--- src/hw/rtl/nfps_pkg.sv ---
// Package for the nearest/farthest point select block.
// Holds widths, the configuration register codes, the stage control struct and the
// coordinate biasing function. No dependencies.
package nfps_pkg;

  localparam int MAX_POINTS = 4096;
  localparam int COORD_BITS = 24;
  localparam int IDX_W      = $clog2(MAX_POINTS);
  localparam int CNT_W      = IDX_W + 1;
  localparam int MIND_W     = 24;
  localparam int BSQ_W      = 2 * MIND_W;
  localparam int SQ_W       = 2 * COORD_BITS;
  localparam int DIST_W     = SQ_W + 2;
  localparam int CFG_IDX_W  = 2;

  typedef enum logic [CFG_IDX_W-1:0] {
    CFG_THRESHOLD_ENABLE = 2'd0,
    CFG_MIN_DISTANCE     = 2'd1
  } nfps_cfg_idx_t;

  typedef logic [COORD_BITS-1:0] nfps_coord_t;
  typedef logic [2:0][COORD_BITS-1:0] nfps_vec_t;
  typedef logic [2:0][SQ_W-1:0] nfps_sq_vec_t;

  typedef struct packed {
    logic             first;
    logic             last;
    logic             mode;
    logic             unb_first;
    logic             pt_ok;
    logic [IDX_W-1:0] idx;
  } nfps_ctl_t;

  // Signed coordinate to offset binary, so that differences are taken as unsigned subtraction.
  function automatic nfps_coord_t to_biased(input logic [COORD_BITS-1:0] v);
    return {~v[COORD_BITS-1], v[COORD_BITS-2:0]};
  endfunction

endpackage

--- src/hw/rtl/nfps_track.sv ---
// Running best and farthest trackers and the result register.
// Depends on nfps_pkg.
module nfps_track (
  input  logic                                 clk,
  input  logic                                 rst_n,
  input  logic                                 adv,
  input  logic                                 s4_valid,
  input  nfps_pkg::nfps_ctl_t                  s4_ctl,
  input  logic [nfps_pkg::DIST_W-1:0]          s4_dist,
  input  logic [nfps_pkg::BSQ_W-1:0]           s4_bsq,
  input  logic                                 out_ready,
  output logic                                 out_valid,
  output logic [nfps_pkg::IDX_W-1:0]           out_chosen_index,
  output logic                                 out_fell_back
);

  logic [nfps_pkg::DIST_W-1:0]  best_sq_r, best_sq_nxt;
  logic [nfps_pkg::IDX_W-1:0]   best_slot_r, best_slot_nxt;
  logic                         best_found_r, best_found_nxt;
  logic [nfps_pkg::DIST_W-1:0]  far_sq_r, far_sq_nxt;
  logic [nfps_pkg::IDX_W-1:0]   far_slot_r, far_slot_nxt;
  logic                         out_valid_r;
  logic [nfps_pkg::IDX_W-1:0]   out_idx_r;
  logic                         out_fb_r;
  logic                         take;
  logic                         qual;

  always_comb begin
    take           = adv && s4_valid;
    best_sq_nxt    = best_sq_r;
    best_slot_nxt  = best_slot_r;
    best_found_nxt = best_found_r;
    far_sq_nxt     = far_sq_r;
    far_slot_nxt   = far_slot_r;
    if (s4_ctl.first) begin
      best_sq_nxt    = nfps_pkg::DIST_W'(s4_bsq);
      best_slot_nxt  = '0;
      best_found_nxt = 1'b0;
      far_sq_nxt     = '0;
      far_slot_nxt   = '0;
    end
    if (s4_ctl.mode) begin
      qual = s4_dist > best_sq_nxt;
    end else begin
      qual = s4_ctl.unb_first || (s4_dist < best_sq_nxt);
    end
    if (s4_ctl.pt_ok) begin
      if (qual) begin
        best_sq_nxt    = s4_dist;
        best_slot_nxt  = s4_ctl.idx;
        best_found_nxt = 1'b1;
      end
      if (s4_dist > far_sq_nxt) begin
        far_sq_nxt   = s4_dist;
        far_slot_nxt = s4_ctl.idx;
      end
    end
  end

  always_ff @(posedge clk) begin
    if (!rst_n) begin
      best_found_r <= 1'b0;
      out_valid_r  <= 1'b0;
    end else begin
      if (take) begin
        best_found_r <= best_found_nxt;
      end
      if (take && s4_ctl.last) begin
        out_valid_r <= 1'b1;
      end else if (out_ready) begin
        out_valid_r <= 1'b0;
      end
    end
  end

  always_ff @(posedge clk) begin
    if (take) begin
      best_sq_r   <= best_sq_nxt;
      best_slot_r <= best_slot_nxt;
      far_sq_r    <= far_sq_nxt;
      far_slot_r  <= far_slot_nxt;
    end
    if (take && s4_ctl.last) begin
      out_idx_r <= best_found_nxt ? best_slot_nxt : far_slot_nxt;
      out_fb_r  <= !best_found_nxt;
    end
  end

  assign out_valid        = out_valid_r;
  assign out_chosen_index = out_idx_r;
  assign out_fell_back    = out_fb_r;

endmodule

--- config.mk ---
export PLATFORM = sky130hd
export DESIGN_NAME = nfps_track
export DESIGN_NICKNAME = d
export VERILOG_FILES = /design/src/hw/rtl/nfps_pkg.sv /design/src/hw/rtl/nfps_track.sv
export SDC_FILE = /design/constraint.sdc
export NUM_CORES = 1
export LEC_CHECK = 0
export BUFFER_PORTS_ARGS = -buffer_cell sky130_fd_sc_hd__buf_2
export CORE_ASPECT_RATIO = 0.6
export CORE_UTILIZATION = 45
export DETAILED_ROUTE_END_ITERATION = 8
export PLACE_DENSITY = 0.73
export SYNTH_ARGS = -nofsm -noshare
export SYNTH_HDL_FRONTEND = slang
export SYNTH_SLANG_ARGS = --single-unit
--- constraint.sdc ---
create_clock -name clk -period 6.5 [get_ports clk]
set_input_delay 0.325 -clock clk [delete_from_list [all_inputs] [get_ports clk]]
set_output_delay 0.325 -clock clk [all_outputs]
set_load 0.05 [all_outputs]
==> flow_summary.ini <==
[detailed_routing]
vias = 6742
drt_pass1_iterations = 5
drtAntennaViolNets = 0
drt_wl_total_um = 21060
drtIter0Drc = 519
drc = 0
top_layer = met4
avgViaCountPerCell = 5.338
met3WireLength_um = 1212
wl_met2_um = 8583
routedLengthMet1_um = 11120
wl_per_cell_um = 16.67

[timing]
skew_ns = 0.01544
final_max_slew_viol_count = 0
rsz0062_at_grt = false
min_period_ns = 4.157
final_hold_viol_count = 0
fin_crit_sh_pct = 63.96
whs_ns = 0.1387
setup_slack_ns = 2.343
max_freq_mhz = 240.5
maxSlewHeadroom_pct = 19.42
worst_pin_slew_ns = 1.206
tns_ns = 0
setup_viol_count_final = 0

[final_layout]
fin_cells = 1263
fill_cells = 1802
post-route-cell-area_um2 = 10780
drive_gt1_share_pct = 20.83
final_net_count = 1196
area_growth_pct = 15.70

[yosys]
synthFlopType = edfxtp_1
async_flop_share_pct = 0
ys_ff_latch = 139
synth_nets = 1078
syn_avg_cell_area_um2 = 10.86
ys_warn_count = 0
synth_edf_count = 137
syn_area_um2 = 9314
synth_seq_area_share_pct = 44.60
synthDistinctLibCells = 49
ys_top_cells_by_area = edfxtp_1 44%, ha_1 13%, mux2i_1 10%
synth_area_leader_cell = edfxtp_1
synth_top_area_share_pct = 44.17
postSynthCellCount = 858

[die]
dieHeight_um = 113.4
start_util_pct = 46.29
die_x_um = 187.7
ios = 134
dieArea_um2 = 21300
rows = 40
core_area_um2 = 20120

[worst_setup_path]
r2r_cells = 11
worst_r2r_startpoint = far_sq_r[45]$_DFFE_PP_
criticalPathCategory = primary input to flip-flop
endpoint_kind = flip-flop
r2r_end = out_chosen_index[9]$_DFFE_PP_
cp_data_required_time_ns = 6.65
crit_fanout = 88
arrival_ns = 4.30
cp-start-kind = primary input
startpoint = s4_ctl[16]
r2r_slack_ns = 2.85

[clock_tree]
cts-resized-gates = 0
insertion_delay_ns = 0.43
cts_setup_buffers = 0
cts_hold_buf = 0
root_buffer = clkbuf_16
cts_tree = done
clkTransAtPathRegs_ns = 0.06
cts_buffers = 17
cts.sinks = 139
cts.path.max_buffers = 2
h-tree-depth = 4

[place]
portBuffers = 133
finalWeightedCongestion = 0.7841
place_inst = 1230
dpl_cell_area_um2 = 10230
post-place-ws_ns = 1.903
dp_hpwl_um = 14780

[global_routing]
antenna_found_initial = 1
grt_pass1_wl_um = 34610
grt-ovfl-total = 0
grt.total_usage_pct = 20.68
grt_max_degree = 89
grt_pass1_vias = 6664

[worst_hold_path]
whs_endpoint = out_valid$_SDFFE_PN0P_
hold_start = rst_n
holdPathStages = 2
min_path_type = primary input to flip-flop

[power]
power_density_nw_per_um2 = 228.9
p_leak_uw = 0.004741
peakVddDrop_v = 0.0002039

[status]
status = completed

[job]
drv_cap = 0
stage by stage:
stage,total power (uW),util [%]
floorplan,1431,-
global placement,1560,50.87
detailed placement,1576,50.87
CTS,2489,53.55
global route,2590,53.56
finish,2467,53.56
Yosys cell counts, drive strengths merged (12+ instances only):
library cell	number
edfxtp	137
o22ai	13
nand2b	64
nand2	83
mux2i	96
buf	17
nand3	18
clkbuf	23
nor2	29
a2bb2oi	12
a21o	12
ha	100
inv	52
mux2	15
nor2b	19
nand4	15
a21oi	37
o21ai	70
layer usage:
layer | GRT usage [%] | vias up
li1 | - | 3410
met1 | 31.30 | 3123
met2 | 29.41 | 195
met3 | 5.108 | 14
met4 | 4.878 | 0
met5 | 0 | -
where the power goes:
group          total, uW  internal (uW)  leakage, uW  switching (uW)
Clock                907            521     0.000254             386
Combinational        484            204      0.00317             281
Sequential          1080           1060      0.00132            15.5
Total               2470           1780      0.00474             683
logic make-up (layout without fill, tap and decap cells):
group / Yosys count / in the layout / share of synthesized area [%]
flip-flops: 139 / 139 / 44.60
buffers and inverters: 92 / 223 / 4.030
multiplexers: 111 / 111 / 12.13
other: 0 / 1 / 0
AO/OA/AOI/OAI: 167 / 167 / 11.70
adder cells (fa/ha/maj): 100 / 100 / 13.43
AND/OR/NAND/NOR: 249 / 249 / 14.11
layout by cell type (no fill, tap or decap), types with 17 or more instances in the layout:
cell,instances
edfxtp_1,137
buf_2,132
ha_1,100
mux2i_1,96
nand2_1,83
nand2b_1,64
o21ai_1,59
inv_1,52
a21oi_1,34
nor2_1,29
nor2b_1,19
nand3_1,17
clkbuf_16,17
registers in the layout, indices dropped and copies added, names as in the netlist:
register and count:
best_found_r 1, best_slot_r 12, far_slot_r 12, far_sq_r 50, best_sq_r 50, out_fell_back 1
out_valid 1, out_chosen_index 12
critical path, cell delays in order:
cell       delay, ns
buf_4           0.53
buf_12          0.36
nand2b_1        0.18
ha_1            0.26
a21oi_1         0.17
o21ai_1         0.08
a221oi_1        0.42
o22ai_1         0.17
nor4_1          0.57
a21oi_4         0.44
buf_12          0.34
o22ai_1         0.24
a2bb2oi_2       0.09
worst max path at each step:
| stage | end | slack (ns) | cells past startpoint |
|---|---|---|---|
| 3_3_place_gp | best_slot_r[7]$_DFFE_PP_ | 1.97 | 13 |
| 6_report | out_chosen_index[9]$_DFFE_PP_ | 2.34 | 13 |
| 5_1_grt | best_slot_r[10]$_DFFE_PP_ | 2.05 | 13 |
| 2_1_floorplan | best_slot_r[0]$_DFFE_PP_ | 2.80 | 1 |
| 3_5_place_dp | best_slot_r[6]$_DFFE_PP_ | 1.90 | 13 |
| 4_1_cts | best_slot_r[6]$_DFFE_PP_ | 2.35 | 13 |
area by class of cell:
| class | instances | area, um^2 | area share [%] |
|---|---|---|---|
| tap | 273 | 341.6 | 3.170 |
| multi-input combinational | 627 | 4806 | 44.60 |
| clock buffer | 19 | 432.9 | 4.017 |
| clock inverter | 13 | 106.4 | 0.9869 |
| inverter | 52 | 195.2 | 1.811 |
| timing repair buffer | 139 | 738.2 | 6.850 |
| antenna | 1 | 2.502 | 0.02322 |
| sequential | 139 | 4154 | 38.55 |
Note: power is estimated with default switching activity, not from simulation.
