--- src/hw/rtl/nfps_pkg.sv ---
// Package for the nearest/farthest point select block.
// Holds widths, the configuration register codes, the stage control struct and the
// coordinate biasing function. No dependencies.
package nfps_pkg;

  localparam int MAX_POINTS = 4096;
  localparam int COORD_BITS = 24;
  localparam int IDX_W      = $clog2(MAX_POINTS);
  localparam int CNT_W      = IDX_W + 1;
  localparam int MIND_W     = 24;
  localparam int BSQ_W      = 2 * MIND_W;
  localparam int SQ_W       = 2 * COORD_BITS;
  localparam int DIST_W     = SQ_W + 2;
  localparam int CFG_IDX_W  = 2;

  typedef enum logic [CFG_IDX_W-1:0] {
    CFG_THRESHOLD_ENABLE = 2'd0,
    CFG_MIN_DISTANCE     = 2'd1
  } nfps_cfg_idx_t;

  typedef logic [COORD_BITS-1:0] nfps_coord_t;
  typedef logic [2:0][COORD_BITS-1:0] nfps_vec_t;
  typedef logic [2:0][SQ_W-1:0] nfps_sq_vec_t;

  typedef struct packed {
    logic             first;
    logic             last;
    logic             mode;
    logic             unb_first;
    logic             pt_ok;
    logic [IDX_W-1:0] idx;
  } nfps_ctl_t;

  // Signed coordinate to offset binary, so that differences are taken as unsigned subtraction.
  function automatic nfps_coord_t to_biased(input logic [COORD_BITS-1:0] v);
    return {~v[COORD_BITS-1], v[COORD_BITS-2:0]};
  endfunction

endpackage

--- src/hw/rtl/nfps_front.sv ---
// Input stage: configuration registers, run tracking, point counter and the
// input register. Depends on nfps_pkg.
module nfps_front (
  input  logic                                 clk,
  input  logic                                 rst_n,
  input  logic                                 adv,
  input  logic                                 in_valid,
  input  logic                                 in_mode,
  input  logic [nfps_pkg::COORD_BITS-1:0]      in_point_x,
  input  logic [nfps_pkg::COORD_BITS-1:0]      in_point_y,
  input  logic [nfps_pkg::COORD_BITS-1:0]      in_point_z,
  input  logic [nfps_pkg::COORD_BITS-1:0]      in_query_x,
  input  logic [nfps_pkg::COORD_BITS-1:0]      in_query_y,
  input  logic [nfps_pkg::COORD_BITS-1:0]      in_query_z,
  input  logic                                 in_last_point,
  input  logic                                 cfg_valid,
  input  logic [nfps_pkg::CFG_IDX_W-1:0]       cfg_index,
  input  logic [nfps_pkg::MIND_W-1:0]          cfg_data,
  output logic                                 s1_valid,
  output nfps_pkg::nfps_ctl_t                  s1_ctl,
  output nfps_pkg::nfps_vec_t                  s1_pt,
  output nfps_pkg::nfps_vec_t                  s1_qr,
  output logic [nfps_pkg::MIND_W-1:0]          s1_bnd
);

  logic                            thr_en_r;
  logic [nfps_pkg::MIND_W-1:0]     min_dist_r;
  logic                            run_active_r, run_active_nxt;
  logic                            mode_r;
  logic [nfps_pkg::CNT_W-1:0]      cnt_r, cnt_nxt;
  nfps_pkg::nfps_vec_t             query_r;
  logic                            s1_valid_r;
  nfps_pkg::nfps_ctl_t             s1_ctl_r, s1_ctl_nxt;
  nfps_pkg::nfps_vec_t             s1_pt_r, s1_pt_nxt;
  nfps_pkg::nfps_vec_t             s1_qr_r, s1_qr_nxt;
  logic [nfps_pkg::MIND_W-1:0]     s1_bnd_r, s1_bnd_nxt;
  logic                            acc;
  logic                            first;
  logic                            mode_eff;
  logic [nfps_pkg::CNT_W-1:0]      idx_cur;
  logic                            pt_ok;
  nfps_pkg::nfps_vec_t             in_qr_b;

  always_ff @(posedge clk) begin
    if (!rst_n) begin
      thr_en_r   <= 1'b0;
      min_dist_r <= '0;
    end else if (cfg_valid) begin
      unique case (nfps_pkg::nfps_cfg_idx_t'(cfg_index))
        nfps_pkg::CFG_THRESHOLD_ENABLE: thr_en_r <= cfg_data[0];
        nfps_pkg::CFG_MIN_DISTANCE:     min_dist_r <= cfg_data;
        default: ;
      endcase
    end
  end

  always_comb begin
    acc      = in_valid && adv;
    first    = !run_active_r;
    mode_eff = first ? in_mode : mode_r;
    idx_cur  = first ? '0 : cnt_r;
    pt_ok    = idx_cur < nfps_pkg::CNT_W'(nfps_pkg::MAX_POINTS);
    in_qr_b[0] = nfps_pkg::to_biased(in_query_x);
    in_qr_b[1] = nfps_pkg::to_biased(in_query_y);
    in_qr_b[2] = nfps_pkg::to_biased(in_query_z);
    run_active_nxt = acc ? !in_last_point : run_active_r;
    cnt_nxt = cnt_r;
    if (acc) begin
      cnt_nxt = pt_ok ? idx_cur + 1'b1 : idx_cur;
    end
    s1_ctl_nxt.first     = first;
    s1_ctl_nxt.last      = in_last_point;
    s1_ctl_nxt.mode      = mode_eff;
    s1_ctl_nxt.unb_first = first && !in_mode && !thr_en_r;
    s1_ctl_nxt.pt_ok     = pt_ok;
    s1_ctl_nxt.idx       = idx_cur[nfps_pkg::IDX_W-1:0];
    s1_pt_nxt[0] = nfps_pkg::to_biased(in_point_x);
    s1_pt_nxt[1] = nfps_pkg::to_biased(in_point_y);
    s1_pt_nxt[2] = nfps_pkg::to_biased(in_point_z);
    s1_qr_nxt    = first ? in_qr_b : query_r;
    s1_bnd_nxt   = thr_en_r ? min_dist_r : '0;
  end

  always_ff @(posedge clk) begin
    if (!rst_n) begin
      run_active_r <= 1'b0;
      mode_r       <= 1'b0;
      cnt_r        <= '0;
      s1_valid_r   <= 1'b0;
    end else begin
      run_active_r <= run_active_nxt;
      cnt_r        <= cnt_nxt;
      if (acc && first) begin
        mode_r <= in_mode;
      end
      if (adv) begin
        s1_valid_r <= in_valid;
      end
    end
  end

  always_ff @(posedge clk) begin
    if (acc && first) begin
      query_r <= in_qr_b;
    end
    if (adv) begin
      s1_ctl_r <= s1_ctl_nxt;
      s1_pt_r  <= s1_pt_nxt;
      s1_qr_r  <= s1_qr_nxt;
      s1_bnd_r <= s1_bnd_nxt;
    end
  end

  assign s1_valid = s1_valid_r;
  assign s1_ctl   = s1_ctl_r;
  assign s1_pt    = s1_pt_r;
  assign s1_qr    = s1_qr_r;
  assign s1_bnd   = s1_bnd_r;

endmodule

--- config.mk ---
export PLATFORM = sky130hd
export DESIGN_NAME = nfps_front
export DESIGN_NICKNAME = d
export VERILOG_FILES = /design/src/hw/rtl/nfps_pkg.sv /design/src/hw/rtl/nfps_front.sv
export SDC_FILE = /design/constraint.sdc
export NUM_CORES = 1
export LEC_CHECK = 0
export BUFFER_PORTS_ARGS = -buffer_cell sky130_fd_sc_hd__clkbuf_2
export CORE_MARGIN = 2
export CORE_UTILIZATION = 35
export CTS_CLUSTER_DIAMETER = 200
export CTS_CLUSTER_SIZE = 28
export DETAILED_ROUTE_END_ITERATION = 6
export PLACE_DENSITY = 0.71
export SLEW_MARGIN = 40
export SYNTH_ARGS = -nofsm -noshare
export SYNTH_HDL_FRONTEND = slang
export SYNTH_SLANG_ARGS = --single-unit
--- constraint.sdc ---
create_clock -name clk -period 2.05 [get_ports clk]
set_clock_uncertainty 0.1 [all_clocks]
set_input_delay 0.1025 -clock clk [delete_from_list [all_inputs] [get_ports clk]]
set_output_delay 0.1025 -clock clk [all_outputs]
set_load 0.05 [all_outputs]
==> impl_results.html, run 1 <==
<table>
<tr><th>Metric</th><th>Value</th></tr>
<tr><th colspan="2">Layout</th></tr>
<tr><td>Area added between synthesis and finish</td><td>43.2%</td></tr>
<tr><td>Most common library cell in the layout ignoring fill and taps</td><td>sky130_fd_sc_hd__clkbuf_2</td></tr>
<tr><td>Register area</td><td>around 0.0085 mm^2</td></tr>
<tr><td># nets final</td><td>1316</td></tr>
<tr><td>Multi-input gate area</td><td>0.00181 mm^2</td></tr>
<tr><td>Commonest non-fill, non-tap cells in the layout</td><td>361 x sky130_fd_sc_hd__clkbuf_2, 257 x sky130_fd_sc_hd__edfxtp_1, 176 x sky130_fd_sc_hd__dlygate4sd3_1</td></tr>
<tr><td>Fraction of layout cells with a size suffix above 1</td><td>38.0%</td></tr>
<tr><td>Final standard cell area without fillers</td><td>between 0.015 and 0.02 mm^2</td></tr>
<tr><td>Count of fill cells added during filler insertion</td><td>2441</td></tr>
<tr><th colspan="2">Drt</th></tr>
<tr><td>Final ANT Viol Nets</td><td>0</td></tr>
<tr><td>Drt first-iter violations</td><td>between 400 and 500</td></tr>
<tr><td>Drt drc</td><td>0</td></tr>
<tr><td>Count of TritonRoute iterations in the first routing pass</td><td>4</td></tr>
<tr><td>Routed vias</td><td>about 7000</td></tr>
<tr><td>Wirelength per Cell</td><td>approximately 18 um</td></tr>
<tr><td>Via/cell ratio</td><td>between 4 and 5</td></tr>
<tr><td>Total wirelength of the detailed-routed design</td><td>approximately 27 mm</td></tr>
<tr><th colspan="2">Worst hold path</th></tr>
<tr><td>Worst hold-check path type</td><td>primary input to register</td></tr>
<tr><th colspan="2">Logic synthesis</th></tr>
<tr><td>Count of distinct cell types in the synthesized netlist</td><td>36</td></tr>
<tr><td>Register bit count reported by yosys</td><td>298</td></tr>
<tr><td>Top cell type's share of synthesized area</td><td>around three quarters</td></tr>
<tr><td>EDFF count, synth</td><td>~260</td></tr>
<tr><td>Predominant post-synthesis flop cell</td><td>sky130_fd_sc_hd__edfxtp_1</td></tr>
<tr><td>Post-synthesis cell area</td><td>~0.010 mm^2</td></tr>
<tr><td>Cell type with the highest aggregate area in the netlist</td><td>sky130_fd_sc_hd__edfxtp_1</td></tr>
<tr><td>Sequential area share after synthesis</td><td>roughly four fifths</td></tr>
<tr><td>Async SR Flop Fraction</td><td>0%</td></tr>
<tr><td>Post-Syn Instances</td><td>595</td></tr>
<tr><td>Synthesized area divided by synthesized cell count</td><td>approximately 18 um^2</td></tr>
<tr><td>Most area-consuming cells after synthesis</td><td>sky130_fd_sc_hd__edfxtp_1 74%, sky130_fd_sc_hd__dfxtp_1 7.8%, sky130_fd_sc_hd__mux2_2 4.4%</td></tr>
<tr><td>Synthesized netlist net count</td><td>between 700 and 800</td></tr>
<tr><td>Synthesis warning total</td><td>0</td></tr>
<tr><th colspan="2">Clock network</th></tr>
<tr><td>Post-CTS setup buffer count</td><td>0</td></tr>
<tr><td>Number of H-tree levels</td><td>1</td></tr>
<tr><td>CTS Buf Count</td><td>14</td></tr>
<tr><td>Hold-fix buffer count after cts</td><td>between 150 and 200</td></tr>
<tr><td>Clock tree from TritonCTS</td><td>done</td></tr>
<tr><td>Clock sink count</td><td>about 300</td></tr>
<tr><td>Clock latency at the later pin of the worst-skew pair</td><td>roughly 0.5 ns</td></tr>
<tr><td>Clock transition time at the flip-flop clock pins of the worst setup and hold paths</td><td>0.11 ns</td></tr>
<tr><td>Maximum clock insertion buffer count</td><td>3</td></tr>
<tr><td>Post-cts repair resize count</td><td>0</td></tr>
<tr><td>Buffer cell driving the clock tree root</td><td>sky130_fd_sc_hd__clkbuf_16</td></tr>
<tr><th colspan="2">Global route</th></tr>
<tr><td>Wire length of the first global-routing pass</td><td>between 30 and 40 mm</td></tr>
<tr><td>Initial antenna violation count</td><td>2</td></tr>
<tr><td>Remaining global-route overflow</td><td>0</td></tr>
<tr><td>Number of global-route vias before repair</td><td>~7300</td></tr>
<tr><td>Combined global-route utilization of all metal layers</td><td>between 15 and 20%</td></tr>
<tr><td>Largest net degree at the start of global routing</td><td>109</td></tr>
<tr><th colspan="2">Floorplan</th></tr>
<tr><td>Site row count</td><td>63</td></tr>
<tr><td>Io pins</td><td>roughly 360</td></tr>
<tr><td>X dimension of the die</td><td>roughly 180 um</td></tr>
<tr><td>Area of the die</td><td>~0.031 mm^2</td></tr>
<tr><td>Core ar.</td><td>0.0296 mm^2</td></tr>
<tr><td>Initial cell density of the core</td><td>between 30% and 40%</td></tr>
<tr><td>Height of the die</td><td>about 180 um</td></tr>
<tr><th colspan="2">Worst setup path</th></tr>
<tr><td>Worst EP arrival</td><td>about 2.2 ns</td></tr>
<tr><td>Kind of start point of the critical path</td><td>register</td></tr>
<tr><td>Maximum fanout along the worst path</td><td>12</td></tr>
<tr><td>Data required time at the worst endpoint</td><td>2.36 ns</td></tr>
<tr><td>Setup slack of the most critical reg-to-reg path</td><td>roughly 0.15 ns</td></tr>
<tr><td>Endpoint kind of the worst setup timing path</td><td>register</td></tr>
<tr><td>Class of the most critical setup path</td><td>register to register</td></tr>
<tr><th colspan="2">STA</th></tr>
<tr><td>Share of the clock period used by the worst path after layout</td><td>92.5%</td></tr>
<tr><td>Transition time at the pin with the least slew margin</td><td>between 0.6 and 0.7 ns</td></tr>
<tr><td>Unrepaired setup endpoints after global routing</td><td>false</td></tr>
<tr><td>Time the final worst path needs with I/O delays and setup</td><td>roughly 1.9 ns</td></tr>
<tr><td>Total negative setup slack</td><td>0 ns</td></tr>
<tr><td>Slew margin rel.</td><td>a little under three fifths</td></tr>
<tr><td>Endpoints failing hold</td><td>0</td></tr>
<tr><td>Max Transition Viols Final</td><td>0</td></tr>
<tr><td>Setup violation total in the final timing report</td><td>0</td></tr>
<tr><td>Post-route worst setup slack</td><td>0.153 ns</td></tr>
<tr><td>Timing-limited maximum frequency</td><td>0.527 GHz</td></tr>
<tr><th colspan="2">Pwr</th></tr>
<tr><td>Total power</td><td>around 12 mW</td></tr>
<tr><td>Worst IR drop on VDD</td><td>between 0.4 and 0.5 mV</td></tr>
<tr><td>PD cells</td><td>816 mW/mm^2</td></tr>
<tr><td>Standby leakage power</td><td>between 5 and 6 nW</td></tr>
<tr><th colspan="2">Status</th></tr>
<tr><td>Run status</td><td>complete, no violations</td></tr>
<tr><th colspan="2">Place</th></tr>
<tr><td>DP HPWL</td><td>~18 mm</td></tr>
<tr><td>Number of buffers added on ports</td><td>about 360</td></tr>
<tr><td>Total cell area at the placement stage</td><td>around 0.013 mm^2</td></tr>
<tr><td>GPL Wtd Cong</td><td>a little under 0.8</td></tr>
<tr><td>Worst-case setup slack after placement</td><td>around 0.16 ns</td></tr>
<tr><th colspan="2">Job</th></tr>
<tr><td>Number of max-capacitance violations reported</td><td>0</td></tr>
</table>
-- critical path, stage by stage, from the launching register on --
cell and delay (ns):
sky130_fd_sc_hd__dfxtp_4 0.43, sky130_fd_sc_hd__and2_1 0.18, sky130_fd_sc_hd__ha_1 0.18, sky130_fd_sc_hd__nand4_1 0.20, sky130_fd_sc_hd__nor4_4 0.38, sky130_fd_sc_hd__a21oi_1 0.13, sky130_fd_sc_hd__a31o_1 0.20
-- cell usage after synthesis, types with 2 or more instances --
| master | count |
|---|---|
| sky130_fd_sc_hd__mux2_2 | 41 |
| sky130_fd_sc_hd__xor2_1 | 4 |
| sky130_fd_sc_hd__nor4_1 | 2 |
| sky130_fd_sc_hd__nand4_1 | 5 |
| sky130_fd_sc_hd__edfxtp_1 | 257 |
| sky130_fd_sc_hd__a211oi_1 | 2 |
| sky130_fd_sc_hd__clkbuf_1 | 9 |
| sky130_fd_sc_hd__nor2_1 | 13 |
| sky130_fd_sc_hd__inv_1 | 10 |
| sky130_fd_sc_hd__nand3_1 | 7 |
| sky130_fd_sc_hd__nor3_1 | 2 |
| sky130_fd_sc_hd__buf_2 | 12 |
| sky130_fd_sc_hd__and2_1 | 37 |
| sky130_fd_sc_hd__dfxtp_1 | 41 |
| sky130_fd_sc_hd__nand3b_1 | 2 |
| sky130_fd_sc_hd__o21ai_0 | 4 |
| sky130_fd_sc_hd__mux2i_1 | 3 |
| sky130_fd_sc_hd__nand2_1 | 68 |
| sky130_fd_sc_hd__a21oi_1 | 31 |
| sky130_fd_sc_hd__mux2_1 | 29 |
-- routing by layer --
metal	wire (um)	track usage (%)
met1	10800	20.3
met2	14000	29.1
met3	1510	2.60
met4	845	5.79
met5	13	0
-- stage by stage --
stage               utilization [%]  hold slack (ns)  std cells
CTS                            50.9           0.0125       1536
global placement               43.5            0.180       1336
global route                   50.9           0.0570       1536
detailed placement             43.5            0.181       1336
finish                         50.9           0.0437       1537
floorplan                         -           0.0981        595
-- path summary, 6_finish.rpt --
check / from / end / cells past startpoint
worst max-delay path: run_active_r / cnt_r[10] / 6
worst min register to register: min_dist_r[17] / min_dist_r[17] / 2
worst max register to register: run_active_r / cnt_r[10] / 6
worst min-delay path: in_valid / cnt_r[2] / 5
-- cell families (layout without fill, tap and decap cells) --
family          count (synthesis)  in the layout  share of synthesized area (%)
flops                         298            298                           81.3
simple gates                  143            143                           6.80
mux                            73             73                           7.79
compound gates                 41             41                           2.11
buf+inv                        34            585                           1.43
xor+xnor                        5              5                          0.417
fa+ha+maj                       1              1                          0.119
other cells                     0              1                              0
-- power breakdown --
group	switching [mW]	internal [mW]
combinational	1.36	0.632
clock	1.81	1.39
sequential	0.112	6.96
-- cell type report --
cell class                 count  area share, %
antenna                        1         0.0166
clock buffer                  23           2.70
clock inverter                 1         0.0749
inverter                      11          0.291
multi-input combinational    263           12.0
sequential                   298           56.8
tap                          390           3.24
timing repair buffer         550           24.8
-- flip-flops by register name, indices dropped and copies added, names as in the netlist --
signal	cells
s1_ctl	17
s1_valid	1
thr_en_r	1
query_r	72
mode_r	1
run_active_r	1
s1_bnd	24
cnt_r	13
min_dist_r	24
s1_pt	72
s1_qr	72
Note: power is estimated with default switching activity, not from simulation.
==> run 2: changes to the inputs <==
Settings changed: BUFFER_PORTS_ARGS -buffer_cell sky130_fd_sc_hd__clkbuf_2 to unset, DONT_BUFFER_PORTS set to 1, PLACE_DENSITY 0.71 to 0.6.
==> impl_results.html, run 2 <==
<table>
<tr><th>Metric</th><th>Value</th></tr>
<tr><th colspan="2">Status</th></tr>
<tr><td>Run status</td><td>stopped before the end</td></tr>
<tr><td>Stopped at</td><td>4_1_cts</td></tr>
<tr><td>Tool error</td><td>[ERROR RSZ-0060] Max buffer count reached.</td></tr>
<tr><th colspan="2">Clock network</th></tr>
<tr><td>Post-cts repair resize count</td><td>0</td></tr>
<tr><td>Post-CTS setup buffer count</td><td>0</td></tr>
<tr><td>Number of H-tree levels</td><td>1</td></tr>
<tr><td>Clock sink count</td><td>between 200 and 300</td></tr>
<tr><td>Buffer cell driving the clock tree root</td><td>sky130_fd_sc_hd__clkbuf_16</td></tr>
<tr><td>Hold-fix buffer count after cts</td><td>around 200</td></tr>
<tr><td>CTS Buf Count</td><td>14</td></tr>
<tr><td>Maximum clock insertion buffer count</td><td>3</td></tr>
<tr><th colspan="2">Logic synthesis</th></tr>
<tr><td>Synthesis warning total</td><td>0</td></tr>
<tr><td>Post-synthesis cell area</td><td>0.0105 mm^2</td></tr>
<tr><td>Cell type with the highest aggregate area in the netlist</td><td>sky130_fd_sc_hd__edfxtp_1</td></tr>
<tr><td>Async SR Flop Fraction</td><td>0%</td></tr>
<tr><td>Synthesized area divided by synthesized cell count</td><td>about 18 um^2</td></tr>
<tr><td>EDFF count, synth</td><td>between 200 and 300</td></tr>
<tr><td>Post-Syn Instances</td><td>slightly below 600</td></tr>
<tr><td>Synthesized netlist net count</td><td>773</td></tr>
<tr><td>Register bit count reported by yosys</td><td>between 200 and 300</td></tr>
<tr><td>Predominant post-synthesis flop cell</td><td>sky130_fd_sc_hd__edfxtp_1</td></tr>
<tr><td>Most area-consuming cells after synthesis</td><td>sky130_fd_sc_hd__edfxtp_1 74%, sky130_fd_sc_hd__dfxtp_1 7.8%, sky130_fd_sc_hd__mux2_2 4.4%</td></tr>
<tr><td>Most frequently used cell type in the post-synthesis netlist</td><td>sky130_fd_sc_hd__edfxtp_1</td></tr>
<tr><td>Sequential area share after synthesis</td><td>roughly 81%</td></tr>
<tr><td>Synth cell count leaders</td><td>257 x sky130_fd_sc_hd__edfxtp_1, 68 x sky130_fd_sc_hd__nand2_1, 41 x sky130_fd_sc_hd__dfxtp_1, 41 x sky130_fd_sc_hd__mux2_2, 37 x sky130_fd_sc_hd__and2_1</td></tr>
<tr><td>Top cell type's share of synthesized area</td><td>about 74%</td></tr>
<tr><td>Count of distinct cell types in the synthesized netlist</td><td>36</td></tr>
<tr><th colspan="2">Floorplan</th></tr>
<tr><td>Height of the die</td><td>roughly 180 um</td></tr>
<tr><td>X dimension of the die</td><td>177 um</td></tr>
<tr><td>Io pins</td><td>363</td></tr>
<tr><td>Site row count</td><td>between 60 and 70</td></tr>
<tr><td>Initial cell density of the core</td><td>35.5%</td></tr>
<tr><th colspan="2">Place</th></tr>
<tr><td>Worst-case setup slack after placement</td><td>0.223 ns</td></tr>
<tr><td>DP HPWL</td><td>around 15 mm</td></tr>
<tr><td>Total cell area at the placement stage</td><td>around 0.011 mm^2</td></tr>
<tr><td>Number of buffers added on ports</td><td>0</td></tr>
<tr><td>GPL Wtd Cong</td><td>between 0.7 and 0.8</td></tr>
</table>
run 2: stage by stage:
stage	cells	hold slack [ns]
2_1_floorplan	595	0.0981
3_5_place_dp	970	0.100
3_3_place_gp	970	0.0958
run 2: logic make-up after synthesis:
kind of cell,share of synthesized area (%)
muxes,7.79
and+or+nand+nor,6.80
AOI/OAI and AO/OA,2.11
xor gates and xnor gates,0.417
buffers and inverters,1.43
DFF,81.3
adders and majority gates,0.119
==> run 3: changes to the inputs <==
Settings changed: CORE_UTILIZATION 35 to 20, CTS_CLUSTER_DIAMETER 200 to unset, CTS_CLUSTER_SIZE 28 to unset, PLACE_DENSITY 0.6 to unset, PLACE_DENSITY_LB_ADDON set to 0.15.
Clock period 2.05 ns to 2.65 ns, I/O delays scaled along.
==> impl_results.html, run 3 (synthesized netlist as in run 1, its figures left out) <==
<table>
<tr><th>Metric</th><th>Value</th></tr>
<tr><th colspan="2">STA</th></tr>
<tr><td>Unrepaired setup endpoints after global routing</td><td>false</td></tr>
<tr><td>Endpoints failing hold</td><td>168</td></tr>
<tr><td>Share of the clock period used by the worst path after layout</td><td>approximately three quarters</td></tr>
<tr><td>Setup violation total in the final timing report</td><td>0</td></tr>
<tr><td>Transition time at the pin with the least slew margin</td><td>0.719 ns</td></tr>
<tr><td>Timing-limited maximum frequency</td><td>0.501 GHz</td></tr>
<tr><td>Max Transition Viols Final</td><td>0</td></tr>
<tr><td>Post-route worst setup slack</td><td>~0.65 ns</td></tr>
<tr><td>Slew margin rel.</td><td>a little over half</td></tr>
<tr><td>Total negative setup slack</td><td>0 ns</td></tr>
<tr><td>Time the final worst path needs with I/O delays and setup</td><td>around 2.0 ns</td></tr>
<tr><td>Hold WS</td><td>-0.359 ns</td></tr>
<tr><th colspan="2">Place</th></tr>
<tr><td>GPL Wtd Cong</td><td>0.727</td></tr>
<tr><td>Number of buffers added on ports</td><td>0</td></tr>
<tr><td>Worst-case setup slack after placement</td><td>around 0.6 ns</td></tr>
<tr><td>DP HPWL</td><td>roughly 17 mm</td></tr>
<tr><th colspan="2">Floorplan</th></tr>
<tr><td>Initial cell density of the core</td><td>between 20 and 25%</td></tr>
<tr><td>Io pins</td><td>roughly 360</td></tr>
<tr><td>Height of the die</td><td>roughly 230 um</td></tr>
<tr><td>Area of the die</td><td>0.0543 mm^2</td></tr>
<tr><td>X dimension of the die</td><td>233 um</td></tr>
<tr><td>Site row count</td><td>83</td></tr>
<tr><td>Core ar.</td><td>between 0.05 and 0.06 mm^2</td></tr>
<tr><th colspan="2">Worst setup path</th></tr>
<tr><td>Data required time at the worst endpoint</td><td>between 2 and 3 ns</td></tr>
<tr><td>Endpoint kind of the worst setup timing path</td><td>register</td></tr>
<tr><td>Critical path's top delay family</td><td>simple AND/OR/NAND/NOR gates</td></tr>
<tr><td>Class of the most critical setup path</td><td>register to register</td></tr>
<tr><td>Kind of start point of the critical path</td><td>register</td></tr>
<tr><td>Slowest Stage Delay on Critical Path</td><td>0.50 ns</td></tr>
<tr><td>Slowest library cell on the worst path</td><td>sky130_fd_sc_hd__dfxtp_4</td></tr>
<tr><td>Cell chain of the critical path</td><td>and2_1 -&gt; ha_1 -&gt; nand4_1 -&gt; nor4_4 -&gt; a21oi_1 -&gt; a31o_1</td></tr>
<tr><td>Worst EP arrival</td><td>roughly 2.3 ns</td></tr>
<tr><td>Maximum fanout along the worst path</td><td>22</td></tr>
<tr><td>Count of buffer and inverter cells on the critical path</td><td>0</td></tr>
<tr><th colspan="2">Clock network</th></tr>
<tr><td>Maximum clock insertion buffer count</td><td>3</td></tr>
<tr><td>Clock tree from TritonCTS</td><td>done</td></tr>
<tr><td>Hold-fix buffer count after cts</td><td>176</td></tr>
<tr><td>Number of H-tree levels</td><td>2</td></tr>
<tr><td>Post-cts repair resize count</td><td>0</td></tr>
<tr><td>Buffer cell driving the clock tree root</td><td>sky130_fd_sc_hd__clkbuf_16</td></tr>
<tr><td>Clock latency at the later pin of the worst-skew pair</td><td>~0.52 ns</td></tr>
<tr><td>CTS Buf Count</td><td>36</td></tr>
<tr><td>Clock transition time at the flip-flop clock pins of the worst setup and hold paths</td><td>roughly 0.050 ns</td></tr>
<tr><td>Clock sink count</td><td>just under 300</td></tr>
<tr><th colspan="2">Global route</th></tr>
<tr><td>Number of global-route vias before repair</td><td>approximately 6000</td></tr>
<tr><td>Wire length of the first global-routing pass</td><td>between 30 and 40 mm</td></tr>
<tr><td>Combined global-route utilization of all metal layers</td><td>slightly above 9%</td></tr>
<tr><td>Remaining global-route overflow</td><td>0</td></tr>
<tr><td>Largest net degree at the start of global routing</td><td>190</td></tr>
<tr><td>Met3 track demand over resource</td><td>under 10%</td></tr>
<tr><td>Met1 usage</td><td>10.7%</td></tr>
<tr><td>Routing layer with the top usage in global route</td><td>met2</td></tr>
<tr><td>Initial antenna violation count</td><td>0</td></tr>
<tr><td>GRT met2 Usage</td><td>between 10% and 20%</td></tr>
<tr><th colspan="2">Drt</th></tr>
<tr><td>Final ANT Viol Nets</td><td>0</td></tr>
<tr><td>Drt first-iter violations</td><td>324</td></tr>
<tr><td>Wirelength per Cell</td><td>approximately 18 um</td></tr>
<tr><td>Routed vias</td><td>5665</td></tr>
<tr><td>Total wirelength of the detailed-routed design</td><td>26.4 mm</td></tr>
<tr><td>Drt drc</td><td>0</td></tr>
<tr><td>Count of TritonRoute iterations in the first routing pass</td><td>4</td></tr>
<tr><td>Via/cell ratio</td><td>3.78</td></tr>
<tr><th colspan="2">Status</th></tr>
<tr><td>Run status</td><td>finished, violations left</td></tr>
<tr><td>Violations in the final reports</td><td>negative hold slack</td></tr>
<tr><th colspan="2">Layout</th></tr>
<tr><td>Fraction of layout cells with a size suffix above 1</td><td>12.9%</td></tr>
<tr><td>Area added between synthesis and finish</td><td>35.9%</td></tr>
<tr><td>Commonest non-fill, non-tap cells in the layout</td><td>257 x sky130_fd_sc_hd__edfxtp_1, 176 x sky130_fd_sc_hd__dlygate4sd3_1, 68 x sky130_fd_sc_hd__nand2_1</td></tr>
<tr><td>Most common library cell in the layout ignoring fill and taps</td><td>sky130_fd_sc_hd__edfxtp_1</td></tr>
<tr><td>Antenna diodes</td><td>0</td></tr>
<tr><td>Count of fill cells added during filler insertion</td><td>5186</td></tr>
<tr><td># nets final</td><td>~970</td></tr>
<tr><th colspan="2">Pwr</th></tr>
<tr><td>Standby leakage power</td><td>4.82 nW</td></tr>
<tr><td>PD cells</td><td>between 800 and 900 mW/mm^2</td></tr>
<tr><td>Worst IR drop on VDD</td><td>around 0.37 mV</td></tr>
<tr><th colspan="2">Job</th></tr>
<tr><td>Number of max-capacitance violations reported</td><td>0</td></tr>
<tr><th colspan="2">Worst hold path</th></tr>
<tr><td>Worst hold-check path type</td><td>primary input to register</td></tr>
</table>
==> run 3: report_power, final <==
group | internal (mW) | leakage (nW) | switching [mW]
Clock | 3.04 | 0.584 | 1.95
Sequential | 5.41 | 2.83 | 0.793
Combinational | 0.273 | 1.40 | 0.187
==> run 3: path summary, 6_finish.rpt <==
check / startpoint / endpoint / slack [ns] / depth (start not counted)
max reg2reg: run_active_r / cnt_r[10] / 0.65 / 6
max: run_active_r / cnt_r[10] / 0.65 / 6
min reg2reg: min_dist_r[22] / min_dist_r[22] / 0.35 / 2
min: adv / s1_pt[35] / -0.36 / 0
==> run 3: timing repair <==
action | CTS | global route
setup endpoints to repair | 0 | 0
endpoints found under the hold margin | 444 | 185
setup buffers | 0 | 0
==> run 3: per-layer routing <==
| metal | wire length (um) | vias to the layer above |
|---|---|---|
| met4 | 801 | 0 |
| met1 | 10200 | 2821 |
| met2 | 13300 | 190 |
| li1 | - | 2606 |
| met5 | 0 | - |
| met3 | 2090 | 48 |
==> run 3: cell type report <==
type / instances / area, um^2 / share of cell area, %
Timing Repair Buffer: 183 / 1830 / 12.9
Clock inverter: 19 / 204 / 1.43
Clock buffer: 45 / 987 / 6.92
Tap cell: 680 / 851 / 5.96
Sequential cell: 298 / 8540 / 59.8
Multi-Input combinational cell: 263 / 1810 / 12.7
Inverter: 11 / 42.5 / 0.298
==> run 3: stage by stage <==
stage | utilization [%] | total power, mW | hold slack [ns] | area, um^2 | instances
detailed placement | 21.9 | 6.54 | 0.122 | 11300 | 1259
CTS | 27.6 | 11.9 | -0.421 | 14300 | 1499
floorplan | - | 6.41 | 0.128 | 10500 | 595
global route | 27.7 | 12.1 | -0.407 | 14300 | 1499
global placement | 21.9 | 6.53 | 0.124 | 11300 | 1258
finish | 27.7 | 11.6 | -0.359 | 14300 | 1499
==> run 4: changes to the inputs <==
Clock period 2.65 ns to 1.95 ns, I/O delays scaled along.
==> impl_results.html, run 4 (synthesized netlist as in run 1, its figures left out) <==
<table>
<tr><th>Metric</th><th>Value</th></tr>
<tr><th colspan="2">Floorplan</th></tr>
<tr><td>Core ar.</td><td>~0.052 mm^2</td></tr>
<tr><td>Height of the die</td><td>233 um</td></tr>
<tr><td>Initial cell density of the core</td><td>20.3%</td></tr>
<tr><td>Area of the die</td><td>around 0.054 mm^2</td></tr>
<tr><td>X dimension of the die</td><td>~230 um</td></tr>
<tr><td>Io pins</td><td>363</td></tr>
<tr><td>Site row count</td><td>slightly above 80</td></tr>
<tr><th colspan="2">Status</th></tr>
<tr><td>Violations in the final reports</td><td>negative hold slack</td></tr>
<tr><td>Run status</td><td>finished, violations left</td></tr>
<tr><th colspan="2">Global route</th></tr>
<tr><td>Initial antenna violation count</td><td>0</td></tr>
<tr><td>Number of global-route vias before repair</td><td>between 6000 and 7000</td></tr>
<tr><td>Met1 usage</td><td>between 10% and 20%</td></tr>
<tr><td>Remaining global-route overflow</td><td>0</td></tr>
<tr><td>Combined global-route utilization of all metal layers</td><td>under 10%</td></tr>
<tr><td>Met3 track demand over resource</td><td>around 3.5%</td></tr>
<tr><td>Wire length of the first global-routing pass</td><td>roughly 39 mm</td></tr>
<tr><td>Routing layer with the top usage in global route</td><td>met2</td></tr>
<tr><td>GRT met2 Usage</td><td>between 10% and 20%</td></tr>
<tr><td>Largest net degree at the start of global routing</td><td>190</td></tr>
<tr><th colspan="2">STA</th></tr>
<tr><td>Slew margin rel.</td><td>around 54%</td></tr>
<tr><td>Share of the clock period used by the worst path after layout</td><td>between 90 and 100%</td></tr>
<tr><td>Transition time at the pin with the least slew margin</td><td>around 0.7 ns</td></tr>
<tr><td>Unrepaired setup endpoints after global routing</td><td>false</td></tr>
<tr><td>Max Transition Viols Final</td><td>0</td></tr>
<tr><td>Timing-limited maximum frequency</td><td>0.541 GHz</td></tr>
<tr><td>Hold WS</td><td>-0.406 ns</td></tr>
<tr><td>Setup violation total in the final timing report</td><td>0</td></tr>
<tr><td>Total negative setup slack</td><td>0 ns</td></tr>
<tr><td>Time the final worst path needs with I/O delays and setup</td><td>~1.8 ns</td></tr>
<tr><td>Endpoints failing hold</td><td>about 190</td></tr>
<tr><th colspan="2">Worst setup path</th></tr>
<tr><td>Kind of start point of the critical path</td><td>register</td></tr>
<tr><td>Class of the most critical setup path</td><td>register to register</td></tr>
<tr><td>Critical path's top delay family</td><td>buffers and inverters</td></tr>
<tr><td>Cell chain of the critical path</td><td>buf_12 -&gt; buf_4 -&gt; mux2_2</td></tr>
<tr><td>Worst EP arrival</td><td>2.01 ns</td></tr>
<tr><td>Count of buffer and inverter cells on the critical path</td><td>2</td></tr>
<tr><td>Worst setup startpoint</td><td>run_active_r</td></tr>
<tr><td>Slowest Stage Delay on Critical Path</td><td>around 0.39 ns</td></tr>
<tr><td>Endpoint kind of the worst setup timing path</td><td>register</td></tr>
<tr><td>Maximum fanout along the worst path</td><td>60</td></tr>
<tr><td>Critical register-to-register path startpoint</td><td>run_active_r</td></tr>
<tr><td>Slowest library cell on the worst path</td><td>sky130_fd_sc_hd__buf_4</td></tr>
<tr><td>Data required time at the worst endpoint</td><td>between 2 and 2.5 ns</td></tr>
<tr><th colspan="2">Clock network</th></tr>
<tr><td>Maximum clock insertion buffer count</td><td>3</td></tr>
<tr><td>Clock tree from TritonCTS</td><td>done</td></tr>
<tr><td>Post-cts repair resize count</td><td>0</td></tr>
<tr><td>Number of H-tree levels</td><td>2</td></tr>
<tr><td>Clock sink count</td><td>about 300</td></tr>
<tr><td>CTS Buf Count</td><td>36</td></tr>
<tr><td>Clock transition time at the flip-flop clock pins of the worst setup and hold paths</td><td>0.06 ns</td></tr>
<tr><td>Buffer cell driving the clock tree root</td><td>sky130_fd_sc_hd__clkbuf_16</td></tr>
<tr><td>Clock latency at the later pin of the worst-skew pair</td><td>~0.52 ns</td></tr>
<tr><td>Hold-fix buffer count after cts</td><td>208</td></tr>
<tr><th colspan="2">Layout</th></tr>
<tr><td>Antenna diodes</td><td>0</td></tr>
<tr><td>Most common library cell in the layout ignoring fill and taps</td><td>sky130_fd_sc_hd__edfxtp_1</td></tr>
<tr><td>Utilization after layout</td><td>around 28%</td></tr>
<tr><td>Fraction of layout cells with a size suffix above 1</td><td>about an eighth</td></tr>
<tr><td>Area added between synthesis and finish</td><td>38.9%</td></tr>
<tr><td>Commonest non-fill, non-tap cells in the layout</td><td>257 x sky130_fd_sc_hd__edfxtp_1, 208 x sky130_fd_sc_hd__dlygate4sd3_1, 68 x sky130_fd_sc_hd__nand2_1</td></tr>
<tr><td># nets final</td><td>about 1000</td></tr>
<tr><th colspan="2">Drt</th></tr>
<tr><td>Routed vias</td><td>around 5900</td></tr>
<tr><td>Drt drc</td><td>0</td></tr>
<tr><td>Count of TritonRoute iterations in the first routing pass</td><td>6</td></tr>
<tr><td>Drt first-iter violations</td><td>approximately 260</td></tr>
<tr><td>Wirelength per Cell</td><td>about 18 um</td></tr>
<tr><td>Total wirelength of the detailed-routed design</td><td>approximately 27 mm</td></tr>
<tr><td>Final ANT Viol Nets</td><td>0</td></tr>
<tr><td>Via/cell ratio</td><td>3.82</td></tr>
<tr><th colspan="2">Worst hold path</th></tr>
<tr><td>Worst hold-check path type</td><td>primary input to register</td></tr>
<tr><td>Hold path start</td><td>adv</td></tr>
<tr><th colspan="2">Place</th></tr>
<tr><td>Number of buffers added on ports</td><td>0</td></tr>
<tr><td>DP HPWL</td><td>about 18 mm</td></tr>
<tr><td>GPL Wtd Cong</td><td>approximately 0.73</td></tr>
<tr><th colspan="2">Pwr</th></tr>
<tr><td>Standby leakage power</td><td>roughly 5.0 nW</td></tr>
<tr><td>PD cells</td><td>1070 mW/mm^2</td></tr>
<tr><td>Worst IR drop on VDD</td><td>roughly 0.45 mV</td></tr>
<tr><th colspan="2">Job</th></tr>
<tr><td>Number of max-capacitance violations reported</td><td>0</td></tr>
</table>
## run 4: changes by cell type in the layout (fill, tap and decap cells not counted), sizes merged
cell         change
buf              +4
dlygate4sd3     +32
bufinv           -1
inv              +1
clkinv           -4
clkbuf           +1
## run 4: timing repair
item,CTS,global route
setup buffers,0,0
hold endpoints to repair,445,185
setup endpoints to repair,0,1
## run 4: layout make-up
type / count / area [um^2]
fill: 5178 / 37000
sequential: 298 / 8540
timing repair buffer: 219 / 2210
multi-input combinational: 263 / 1810
clock buffer: 46 / 970
tap: 680 / 851
clock inverter: 15 / 151
inverter: 11 / 43.8
## run 4: metrics by stage
stage | total power, mW | instance area (um^2) | std cells | hold WS [ns] | worst slack [ns]
final | 15.5 | 14600 | 1532 | -0.406 | 0.102
after global routing | 16.2 | 14600 | 1532 | -0.454 | 0.0390
after CTS | 15.8 | 14600 | 1532 | -0.444 | 0.0842
after detailed placement | 8.91 | 11400 | 1263 | 0.0899 | 0.0890
after global placement | 8.89 | 11400 | 1263 | 0.0943 | 0.101
after floorplan | 8.72 | 10500 | 595 | 0.0856 | 0.0424
## run 4: where the power goes
part	internal (mW)	switching, mW
Clock	3.90	2.54
Combinational	0.410	0.272
Sequential	7.35	1.08
## run 4: worst reg2reg max path, stage by stage, from the launching register on
cell                      delay [ns]
sky130_fd_sc_hd__dfxtp_4        0.36
sky130_fd_sc_hd__buf_12         0.25
sky130_fd_sc_hd__buf_4          0.48
sky130_fd_sc_hd__mux2_2         0.40
## run 4: worst paths after layout
path	to	slack, ns	depth (start not counted)
worst max-delay path	s1_qr[27]	0.10	3
worst min-delay path	s1_pt[4]	-0.41	0
worst max register to register	s1_qr[27]	0.10	3
worst min register to register	mode_r	0.36	2
## run 4: layer usage
metal	wire length (um)	vias to the layer above
met1	10500	2915
met5	0	-
met3	2170	50
met2	13600	215
li1	-	2678
met4	746	0
